### src/hdl/fbws_pkg.sv
package fbws_pkg;

  // Frame geometry
  localparam int FrameWidth  = 16;
  localparam int FrameHeight = 16;
  localparam int FrameDepth  = FrameWidth * FrameHeight;
  localparam int LineMax     = (FrameWidth > FrameHeight) ? FrameWidth : FrameHeight;

  // Address and counter widths
  localparam int AddrW  = $clog2(FrameDepth);
  localparam int CntW   = (LineMax > 2) ? $clog2(LineMax) : 1;
  localparam int ColorW = 24;

  // Commands
  localparam logic [1:0] CmdWrite  = 2'd0;
  localparam logic [1:0] CmdRead   = 2'd1;
  localparam logic [1:0] CmdScroll = 2'd2;

  // Scroll directions
  localparam logic [1:0] DirUp    = 2'd0;
  localparam logic [1:0] DirDown  = 2'd1;
  localparam logic [1:0] DirRight = 2'd2;
  localparam logic [1:0] DirLeft  = 2'd3;

  typedef struct packed {
    logic [1:0]        command;
    logic [3:0]        column;
    logic [3:0]        row;
    logic [ColorW-1:0] color;
  } in_item_t;

  typedef struct packed {
    logic [ColorW-1:0] read_color;
    logic              done_res;
  } out_item_t;

  // Sequencer to line walker
  typedef struct packed {
    logic start;
    logic next;
  } walk_ctrl_t;

  // Line walker to sequencer
  typedef struct packed {
    logic last_pos;
    logic last_line;
  } walk_stat_t;

  // Linear pixel address: row * width + column
  function automatic logic [AddrW-1:0] pix_addr(input logic [CntW-1:0] x,
                                                input logic [CntW-1:0] y);
    int unsigned lin;
    lin = int'(y) * FrameWidth + int'(x);
    return lin[AddrW-1:0];
  endfunction

endpackage

### src/hdl/fbws_walk.sv
module fbws_walk (
  input  logic                      clk_i,
  input  logic                      rst_ni,
  input  logic [1:0]                dir_i,
  input  fbws_pkg::walk_ctrl_t      ctrl_i,
  output logic [fbws_pkg::AddrW-1:0] cur_addr_o,
  output logic [fbws_pkg::AddrW-1:0] pre_addr_o,
  output fbws_pkg::walk_stat_t      stat_o
);

  localparam logic [fbws_pkg::CntW-1:0] WLast = fbws_pkg::CntW'(fbws_pkg::FrameWidth - 1);
  localparam logic [fbws_pkg::CntW-1:0] HLast = fbws_pkg::CntW'(fbws_pkg::FrameHeight - 1);

  logic [fbws_pkg::CntW-1:0] step_q, step_d;
  logic [fbws_pkg::CntW-1:0] line_q, line_d;
  logic                      vert;
  logic                      fwd;
  logic [fbws_pkg::CntW-1:0] pos_last;
  logic [fbws_pkg::CntW-1:0] line_last;
  logic [fbws_pkg::CntW-1:0] pos;
  logic [fbws_pkg::CntW-1:0] pre_pos;

  // Decode direction: up/down walk columns, right/left walk rows
  always_comb begin
    vert      = (dir_i == fbws_pkg::DirUp) || (dir_i == fbws_pkg::DirDown);
    fwd       = (dir_i == fbws_pkg::DirUp) || (dir_i == fbws_pkg::DirRight);
    pos_last  = vert ? HLast : WLast;
    line_last = vert ? WLast : HLast;
    pos       = fwd ? step_q : pos_last - step_q;
    pre_pos   = fwd ? pos_last : '0;
  end

  // Map line and position to pixel addresses
  always_comb begin
    if (vert) begin
      cur_addr_o = fbws_pkg::pix_addr(line_q, pos);
      pre_addr_o = fbws_pkg::pix_addr(line_q, pre_pos);
    end else begin
      cur_addr_o = fbws_pkg::pix_addr(pos, line_q);
      pre_addr_o = fbws_pkg::pix_addr(pre_pos, line_q);
    end
  end

  assign stat_o.last_pos  = (step_q == pos_last);
  assign stat_o.last_line = (line_q == line_last);

  // Advance step within a line, then the line
  always_comb begin
    step_d = step_q;
    line_d = line_q;
    if (ctrl_i.start) begin
      step_d = '0;
      line_d = '0;
    end else if (ctrl_i.next) begin
      if (stat_o.last_pos) begin
        step_d = '0;
        line_d = line_q + 1'b1;
      end else begin
        step_d = step_q + 1'b1;
      end
    end
  end

  always_ff @(posedge clk_i or negedge rst_ni) begin
    if (!rst_ni) begin
      step_q <= '0;
      line_q <= '0;
    end else begin
      step_q <= step_d;
      line_q <= line_d;
    end
  end

endmodule
### config.mk
export PLATFORM = sky130hd
export DESIGN_NAME = fbws_walk
export DESIGN_NICKNAME = d
export VERILOG_FILES = /design/src/hdl/fbws_pkg.sv /design/src/hdl/fbws_walk.sv
export SDC_FILE = /design/constraint.sdc
export NUM_CORES = 1
export LEC_CHECK = 0
export BUFFER_PORTS_ARGS = -buffer_cell sky130_fd_sc_hd__buf_2
export CORE_UTILIZATION = 25
export CTS_BUF_LIST = sky130_fd_sc_hd__clkbuf_8
export CTS_CLUSTER_SIZE = 10
export DETAILED_ROUTE_END_ITERATION = 6
export REMOVE_ABC_BUFFERS = 1
export SYNTH_ARGS = -nofsm -noshare
export SYNTH_HDL_FRONTEND = slang
export SYNTH_SLANG_ARGS = --single-unit
export TNS_END_PERCENT = 20
### constraint.sdc
create_clock -name clk_i -period 1.5 [get_ports clk_i]
set_input_delay 0.15 -clock clk_i [delete_from_list [all_inputs] [get_ports clk_i]]
set_output_delay 0.15 -clock clk_i [all_outputs]
set_load 0.01 [all_outputs]
### Word level (Yosys, flattened, before mapping)

Index checks and enable logic that the tools add are counted.
W data, S select, Z words.

| word-level totals | value |
|---|---|
| bits in read-only memories | 0 |
| input port bits | 6 |
| bits in latches | 0 |
| word-level logic and storage cells | 29 |
| memory bits (writable) | 0 |
| register bits | 8 |
| memories | 0 |

| cells by class | value |
|---|---|
| order comparisons | 0 |
| reduce and logical (&&, ||, !) cells | 6 |
| muxes and demuxes | 10 |
| $mul | 0 |
| shift operators | 0 |
| equal/unequal tests | 4 |
| add/sub/neg operators | 7 |
| bitwise operators | 0 |
| div/mod/pow operators | 0 |

Operators with widths:

| cell | number |
|---|---|
| $add A8 B4 Y8 | 4 |
| $mux W4 | 8 |
| $mux W8 | 2 |
| $add A4 B1 Y4 const B | 2 |
| $eq A4 B4 Y1 const B | 2 |
| $reduce_bool A2 Y1 | 2 |
| $sub A4 B4 Y4 const A | 1 |
| $eq A2 B1 Y1 const B | 1 |
| $eq A2 B2 Y1 const B | 1 |
| $logic_not A2 Y1 | 1 |
| $logic_or A1 B1 Y1 | 2 |
| $reduce_and A2 Y1 | 1 |

### Depth between registers and ports, before layout

Gate-level depths: netlist of the first run.

| depth | value |
|---|---|
| depth in word-level cells | 5 |
| mapped depth | 4 |
| gate-level depth less buffers | 4 |

### Worst setup path after synthesis of the first run

OpenSTA, ideal clock, no wires.

| path | value |
|---|---|
| kind | register to register |
| start | reg step_q[0] in the netlist's numbering |
| end | reg step_q[0] in the netlist's numbering |
| setup slack | 49 ps |
| clock period less this slack | 1451 ps |
| stages on the path, launching flop included | 5 |
| arrival | 1373 ps |
| buffers on the path | 0 |
| setup time | 78 ps |
| data required time | 1422 ps |
| path through | dfrtp_1 > ha_1 > and3_2 > or3b_1 > a21oi_1 |

RTL lines:

| what | RTL line | text |
|---|---|---|
| from (decl) | fbws_walk.sv:14 | `logic [fbws_pkg::CntW-1:0] step_q, step_d;` |
| from (signal assigned) | fbws_walk.sv:69 | `step_q <= step_d;` |

### Worst setup path after layout of the first run

| path | value |
|---|---|
| start | reg step_q[0] in the netlist's numbering |
| end | reg step_q[0] in the netlist's numbering |

| between the ends | value |
|---|---|
| word-level cells in the longest chain between the ends | 4 |
| elaborated cells between the ends (all ways) | 5 |

RTL lines:

| what | RTL line | text |
|---|---|---|
| $add A4 B1 Y4 or $eq A4 B4 Y1 (tied branches) | fbws_walk.sv:59, fbws_walk.sv:44 |  |
| $mux W4 * | fbws_walk.sv:55 | `if (stat_o.last_pos) begin` |
| $mux W4 * | fbws_walk.sv:54 | `end else if (ctrl_i.next) begin` |
| $mux W4 * | fbws_walk.sv:51 | `if (ctrl_i.start) begin` |

Mark *: on every way between the ends. The rest lies on a longest branch, timed or not. The select of a mux whose other input is x is not followed.
A chain may end at the register's enable or synchronous reset.

==> flow_metrics.tcl, run 1 <==
set metrics [dict create \
    outcome "complete, no violations" \
    async_reset_ff_share_pct 100 \
    rsz0062_at_grt "no" \
    drv_slew 0 \
    cts_tree "built" \
    yosys-top-cells-area "dfrtp_1 33%, nor2_1 8.6%, mux2i_1 8.2%" \
    min_path_type "in2reg" \
    num_io_pins 24 \
    cts.sinks 8 \
    nFillCells 244 \
    syn_to_final_growth_pct 34.4 \
    diodes 0 \
    pwr-share-seq_pct 36.6 \
    via_per_inst 4.56 \
    ys_warn_count 0 \
    grt_max_degree 20 \
    dr.first_iter.drc_count 12 \
    ir_drop_v 0.000310 \
    yosys.area.top_type "dfrtp_1" \
    die_area_um2 2630 \
    synth_top_flop_cell "dfrtp_1" \
    layout.nets 113 \
    layout_common_cells "23 x buf_2, 14 x nor2_1, 9 x a21oi_1, 8 x o21ai_0, 8 x dfrtp_1" \
    setup_viol 0 \
    finalNonFillerCells 131 \
    critPathMaxFanout 4 \
    port_buffers 23 \
    cts_made_buffers 3 \
    grt.total_usage_pct 11.2 \
    place_hpwl_um 1060 \
    die_h_um 51.3 \
    start_kind "register" \
    wl_per_cell_um 10.5 \
    holdPathEnd "line_q[3]$_DFFE_PN0P_" \
    final_common_cell "buf_2" \
    fp-row-count 17 \
    p_int_uw 449 \
    tightest_slew_ps 248 \
    holdPathStages 2 \
    syn_area_um2 608 \
    placedCellCount 127 \
    antenna_left 0 \
    clock_path_buffers 2 \
    clock_skew_ps 4.64 \
    period_needed_ps 1400 \
    drc 0 \
    layout-drive-gt1-share_pct 31.1 \
    vias 597 \
    power_frac_comb_pct 20.7 \
    r2r_start "step_q[0]$_DFFE_PN0P_" \
    hp-start "ctrl_i[1]" \
    p_leak_nw 0.410 \
    r2r_slack_ps 100 \
    gr-total-overflow 0 \
    cts-root-buf "clkbuf_8" \
    synth_edf_count 0 \
    synth_seq_cells 8 \
    crit_path_end_kind "register" \
    drt-pass1-iter-count 4 \
    start_util_pct 27.0 \
    core-area_um2 2250 \
    synth-seq-area-share_pct 32.9 \
    syn_avg_cell_area_um2 7.90 \
    clkPwrFrac_pct 42.7 \
    cts_setup_buffers 0 \
    grt_pass1_wl_um 2090 \
    switching_share_pct 26.6 \
    htree_levels 1 \
    antenna_found_initial 0 \
    die_w_um 51.3 \
    grt_pass1_vias 502 \
    gp_congestion 0.727 \
    clk_pin_slew_worst_paths_ps 40 \
    dpl-instance-area_um2 763 \
    rr_worst_depth 4 \
    final-hold-violation-count 0 \
    synth_cell_types 21 \
    synthCells 77 \
    final_area_um2 817 \
    cap_violations 0 \
    clk_latency_ps 230 \
    post-route-period-util_pct 93.2 \
    arrival_ps 1550 \
    synth_top_area_share_pct 32.9 \
    p_sw_uw 163 \
    tns_ps 0 \
    fmax_mhz 715 \
    routed_wirelength_um 1380 \
    required_ps 1650 \
    p_per_area_nw_per_um2 749 \
    crit_type "reg2reg" \
    worstReg2RegEnd "step_q[0]$_DFFE_PN0P_" \
    slew_headroom_pct 83.4 \
]
how the worst max path moves through the flow:
stage | slack (ps) | start | endpoint | depth (start not counted)
global route | 30 | step_q[0]$_DFFE_PN0P_ | step_q[0]$_DFFE_PN0P_ | 4
CTS | 40 | step_q[0]$_DFFE_PN0P_ | step_q[0]$_DFFE_PN0P_ | 4
floorplan | 50 | step_q[0]$_DFFE_PN0P_ | step_q[0]$_DFFE_PN0P_ | 4
finish | 100 | step_q[0]$_DFFE_PN0P_ | step_q[0]$_DFFE_PN0P_ | 4
global placement | 120 | step_q[0]$_DFFE_PN0P_ | step_q[0]$_DFFE_PN0P_ | 4
detailed placement | 60 | step_q[0]$_DFFE_PN0P_ | step_q[0]$_DFFE_PN0P_ | 4
per-stage QoR:
stage	power [mW]	setup slack (ps)	utilization (%)	hold slack [ps]
2_1_floorplan	0.288	49.5	-	-146
5_1_grt	0.640	32.8	36.2	222
6_report	0.612	102	36.2	175
3_3_place_gp	0.350	117	33.9	2.12
4_1_cts	0.621	40.9	36.1	176
3_5_place_dp	0.352	55.4	33.9	8.56
cell usage after synthesis, types with 3 or more instances:
cell      n
inv_1     4
dfrtp_1   8
xnor2_1   3
a21oi_1   9
xor2_1    3
nand2_1   4
mux2i_1   5
o21ai_0   8
nor2_1   14
area by class of cell:
type	instances	area [um2]	area share, %
Sequential cell	8	200	24.5
Inverter	5	18.8	2.30
Tap cell	28	35.0	4.29
Multi-Input combinational cell	60	374	45.8
Timing Repair Buffer	27	148	18.1
Clock buffer	3	41.3	5.05
metal layers:
layer  track usage [%]  routed length, um  up-vias
li1                  -                  -      314
met1              11.9                650      259
met2              19.1                640       22
met3              1.79                 70        2
met4              9.46                 21        0
met5                 0                  0        -
state kept, by name, summed over array words and instances, names as in the netlist:
| register | count |
|---|---|
| line_q | 4 |
| step_q | 4 |
cells by family after synthesis:
kind of cell             after synthesis  share of synthesized area, %
XOR/XNOR                               6                          8.64
AO/OA/AOI/OAI                         18                          15.4
multiplexers                           5                          8.23
buffers and inverters                  9                          5.97
AND/OR/NAND/NOR                       29                          24.7
flip-flops                             8                          32.9
adder cells (fa/ha/maj)                2                          4.11
worst max-delay path, stage by stage (launching register included):
cell and delay [ps]:
dfrtp_1 380, ha_2 220, and3_2 220, or3b_1 350
a21oi_1 150
power by group through the flow:
stage	clock network [mW]	registers, mW	logic (mW)
5_1_grt	0.273	0.224	0.143
3_5_place_dp	0	0.227	0.125
4_1_cts	0.269	0.224	0.127
6_report	0.261	0.224	0.127
2_1_floorplan	0	0.229	0.0587
3_3_place_gp	0	0.227	0.124
repair_timing:
| item | in CTS | in global routing |
|---|---|---|
| hold buffers | 1 | 0 |
| resized for setup | 0 | 1 |
| endpoints found under the hold margin | 8 | 0 |
| endpoints found under the setup margin | 0 | 1 |
No activity file was read; power rests on OpenSTA's default activity.
==> run 2: changes to the inputs <==
==> constraint.sdc (replaced) <==
create_clock -name clk_i -period 1.7 [get_ports clk_i]
set_input_delay 0.17 -clock clk_i [delete_from_list [all_inputs] [get_ports clk_i]]
set_output_delay 0.17 -clock clk_i [all_outputs]
set_load 0.01 [all_outputs]
==> run 2 against run 1 <==
Cell count is 1.5% lower. Flip-flop and latch count stayed put. Maximum frequency is 6.1% lower. Sequential share of layout area is 0.54 points higher. Non-clock buffer count is 2 lower. Clock power is 14% lower. Critical endpoint unchanged.
==> flow_metrics.tcl, run 2 (synthesized netlist as in run 1, its figures left out) <==
set metrics [dict create \
    outcome "complete, no violations" \
    crit_type "reg2reg" \
    preCtsSetupSlack_ps 206 \
    grt_pass1_wl_um 2280 \
    drc 0 \
    fin_ws_ps 210 \
    dr.first_iter.drc_count 6 \
    tns_ps 0 \
    wl_per_cell_um 10.8 \
    grt_use_met1_pct 13.2 \
    clkPwrFrac_pct 42.3 \
    fmax_mhz 671 \
    p_per_area_nw_per_um2 662 \
    drt-pass1-iter-count 4 \
    die_area_um2 2630 \
    layout.nets 111 \
    final-hold-violation-count 0 \
    tightest_slew_ps 275 \
    critPathMaxFanout 6 \
    final_common_cell "buf_2" \
    cts_made_buffers 3 \
    routed_wirelength_um 1400 \
    pwr-share-seq_pct 38.0 \
    ir_drop_v 0.000265 \
    rr_worst_depth 4 \
    via_per_inst 4.74 \
    die_w_um 51.3 \
    clock_skew_ps 0.954 \
    port_buffers 23 \
    cts-root-buf "clkbuf_8" \
    grt_max_degree 20 \
    rsz0062_at_grt "no" \
    switching_share_pct 26.0 \
    period_needed_ps 1490 \
    clock_path_buffers 2 \
    gr-max-usage-layer "met2" \
    grt_use_met3_pct 1.79 \
    antenna_found_initial 0 \
    diodes 0 \
    p_int_uw 392 \
    cts_setup_buffers 0 \
    gr-total-overflow 0 \
    min_path_type "in2reg" \
    cap_violations 0 \
    drv_slew 0 \
    gp_congestion 0.767 \
    p_sw_uw 137 \
    num_io_pins 24 \
    crit_end "step_q[0]$_DFFE_PN0P_" \
    layout-drive-gt1-share_pct 28.7 \
    largestRegisters "line_q x4, step_q x4" \
    core-area_um2 2250 \
    grt.total_usage_pct 11.8 \
    cts.sinks 8 \
    power_uw 529 \
    vias 611 \
    final_area_um2 800 \
    p_leak_nw 0.402 \
    r2r_slack_ps 210 \
    layout_common_cells "23 x buf_2, 14 x nor2_1, 9 x a21oi_1, 8 x o21ai_0, 8 x dfrtp_1" \
    start_kind "register" \
    slew_headroom_pct 81.7 \
    crit_path_end_kind "register" \
    start_util_pct 27.0 \
    power_frac_comb_pct 19.7 \
    cts_tree "built" \
    clk_latency_ps 230 \
    worstSetupStartpoint "step_q[0]$_DFFE_PN0P_" \
    hp-start "ctrl_i[1]" \
    antenna_left 0 \
    die_h_um 51.3 \
    r2r_start "step_q[0]$_DFFE_PN0P_" \
    fp-row-count 17 \
    grt_pass1_vias 555 \
    post-route-period-util_pct 87.6 \
    clk_pin_slew_worst_paths_ps 40 \
    required_ps 1850 \
    syn_to_final_growth_pct 31.5 \
    timing.hold.ws_ps 207 \
    worstReg2RegEnd "step_q[0]$_DFFE_PN0P_" \
    htree_levels 1 \
    arrival_ps 1640 \
    dpl-instance-area_um2 748 \
    grt.met2_usage_pct 21.1 \
    setup_viol 0 \
    place_hpwl_um 1070 \
]
[run 2: through the flow]
stage	utilization, %	std cells
after floorplan	-	73
after global placement	33.2	125
after detailed placement	33.2	125
after CTS	35.5	129
after global routing	35.5	129
final	35.5	129
[run 2: worst max-delay path: stages, from the launching register on]
cell and delay [ps]:
dfrtp_1 430, ha_1 290, and3_2 230, or3b_1 340
a21oi_1 130
[run 2: worst min path at each step]
stage / endpoint / cells past startpoint / slack, ps
final: line_q[3]$_DFFE_PN0P_ / 2 / 210
after global routing: step_q[2]$_DFFE_PN0P_ / 2 / 220
after CTS: line_q[3]$_DFFE_PN0P_ / 2 / 200
after detailed placement: step_q[0]$_DFFE_PN0P_ / 1 / 20
after global placement: step_q[0]$_DFFE_PN0P_ / 1 / 20
after floorplan: line_q[0]$_DFFE_PN0P_ / 0 / -130
[run 2: area by class of cell]
| type | instances | area [um2] |
|---|---|---|
| multi-input combinational | 60 | 372 |
| inverter | 5 | 18.8 |
| tap | 28 | 35.0 |
| fill | 239 | 1460 |
| sequential | 8 | 200 |
| timing repair buffer | 25 | 133 |
| clock buffer | 3 | 41.3 |
[run 2: layer usage]
layer | vias up | wire length (um)
met1 | 271 | 650
met5 | - | 0
met3 | 2 | 76
met4 | 0 | 16
met2 | 24 | 653
li1 | 314 | -
[run 2: power by group through the flow]
stage | clock network (mW) | registers [mW] | logic, mW
2_1_floorplan | 0 | 0.202 | 0.0518
3_3_place_gp | 0 | 0.203 | 0.101
3_5_place_dp | 0 | 0.203 | 0.103
4_1_cts | 0.236 | 0.201 | 0.104
5_1_grt | 0.245 | 0.202 | 0.115
6_report | 0.224 | 0.201 | 0.104
[run 2: repair_timing]
| item | CTS | global route |
|---|---|---|
| endpoints found under the setup margin | 0 | 0 |
| hold endpoints to repair | 8 | 0 |
| hold buffers | 1 | 0 |
| gates resized for setup | 0 | 0 |
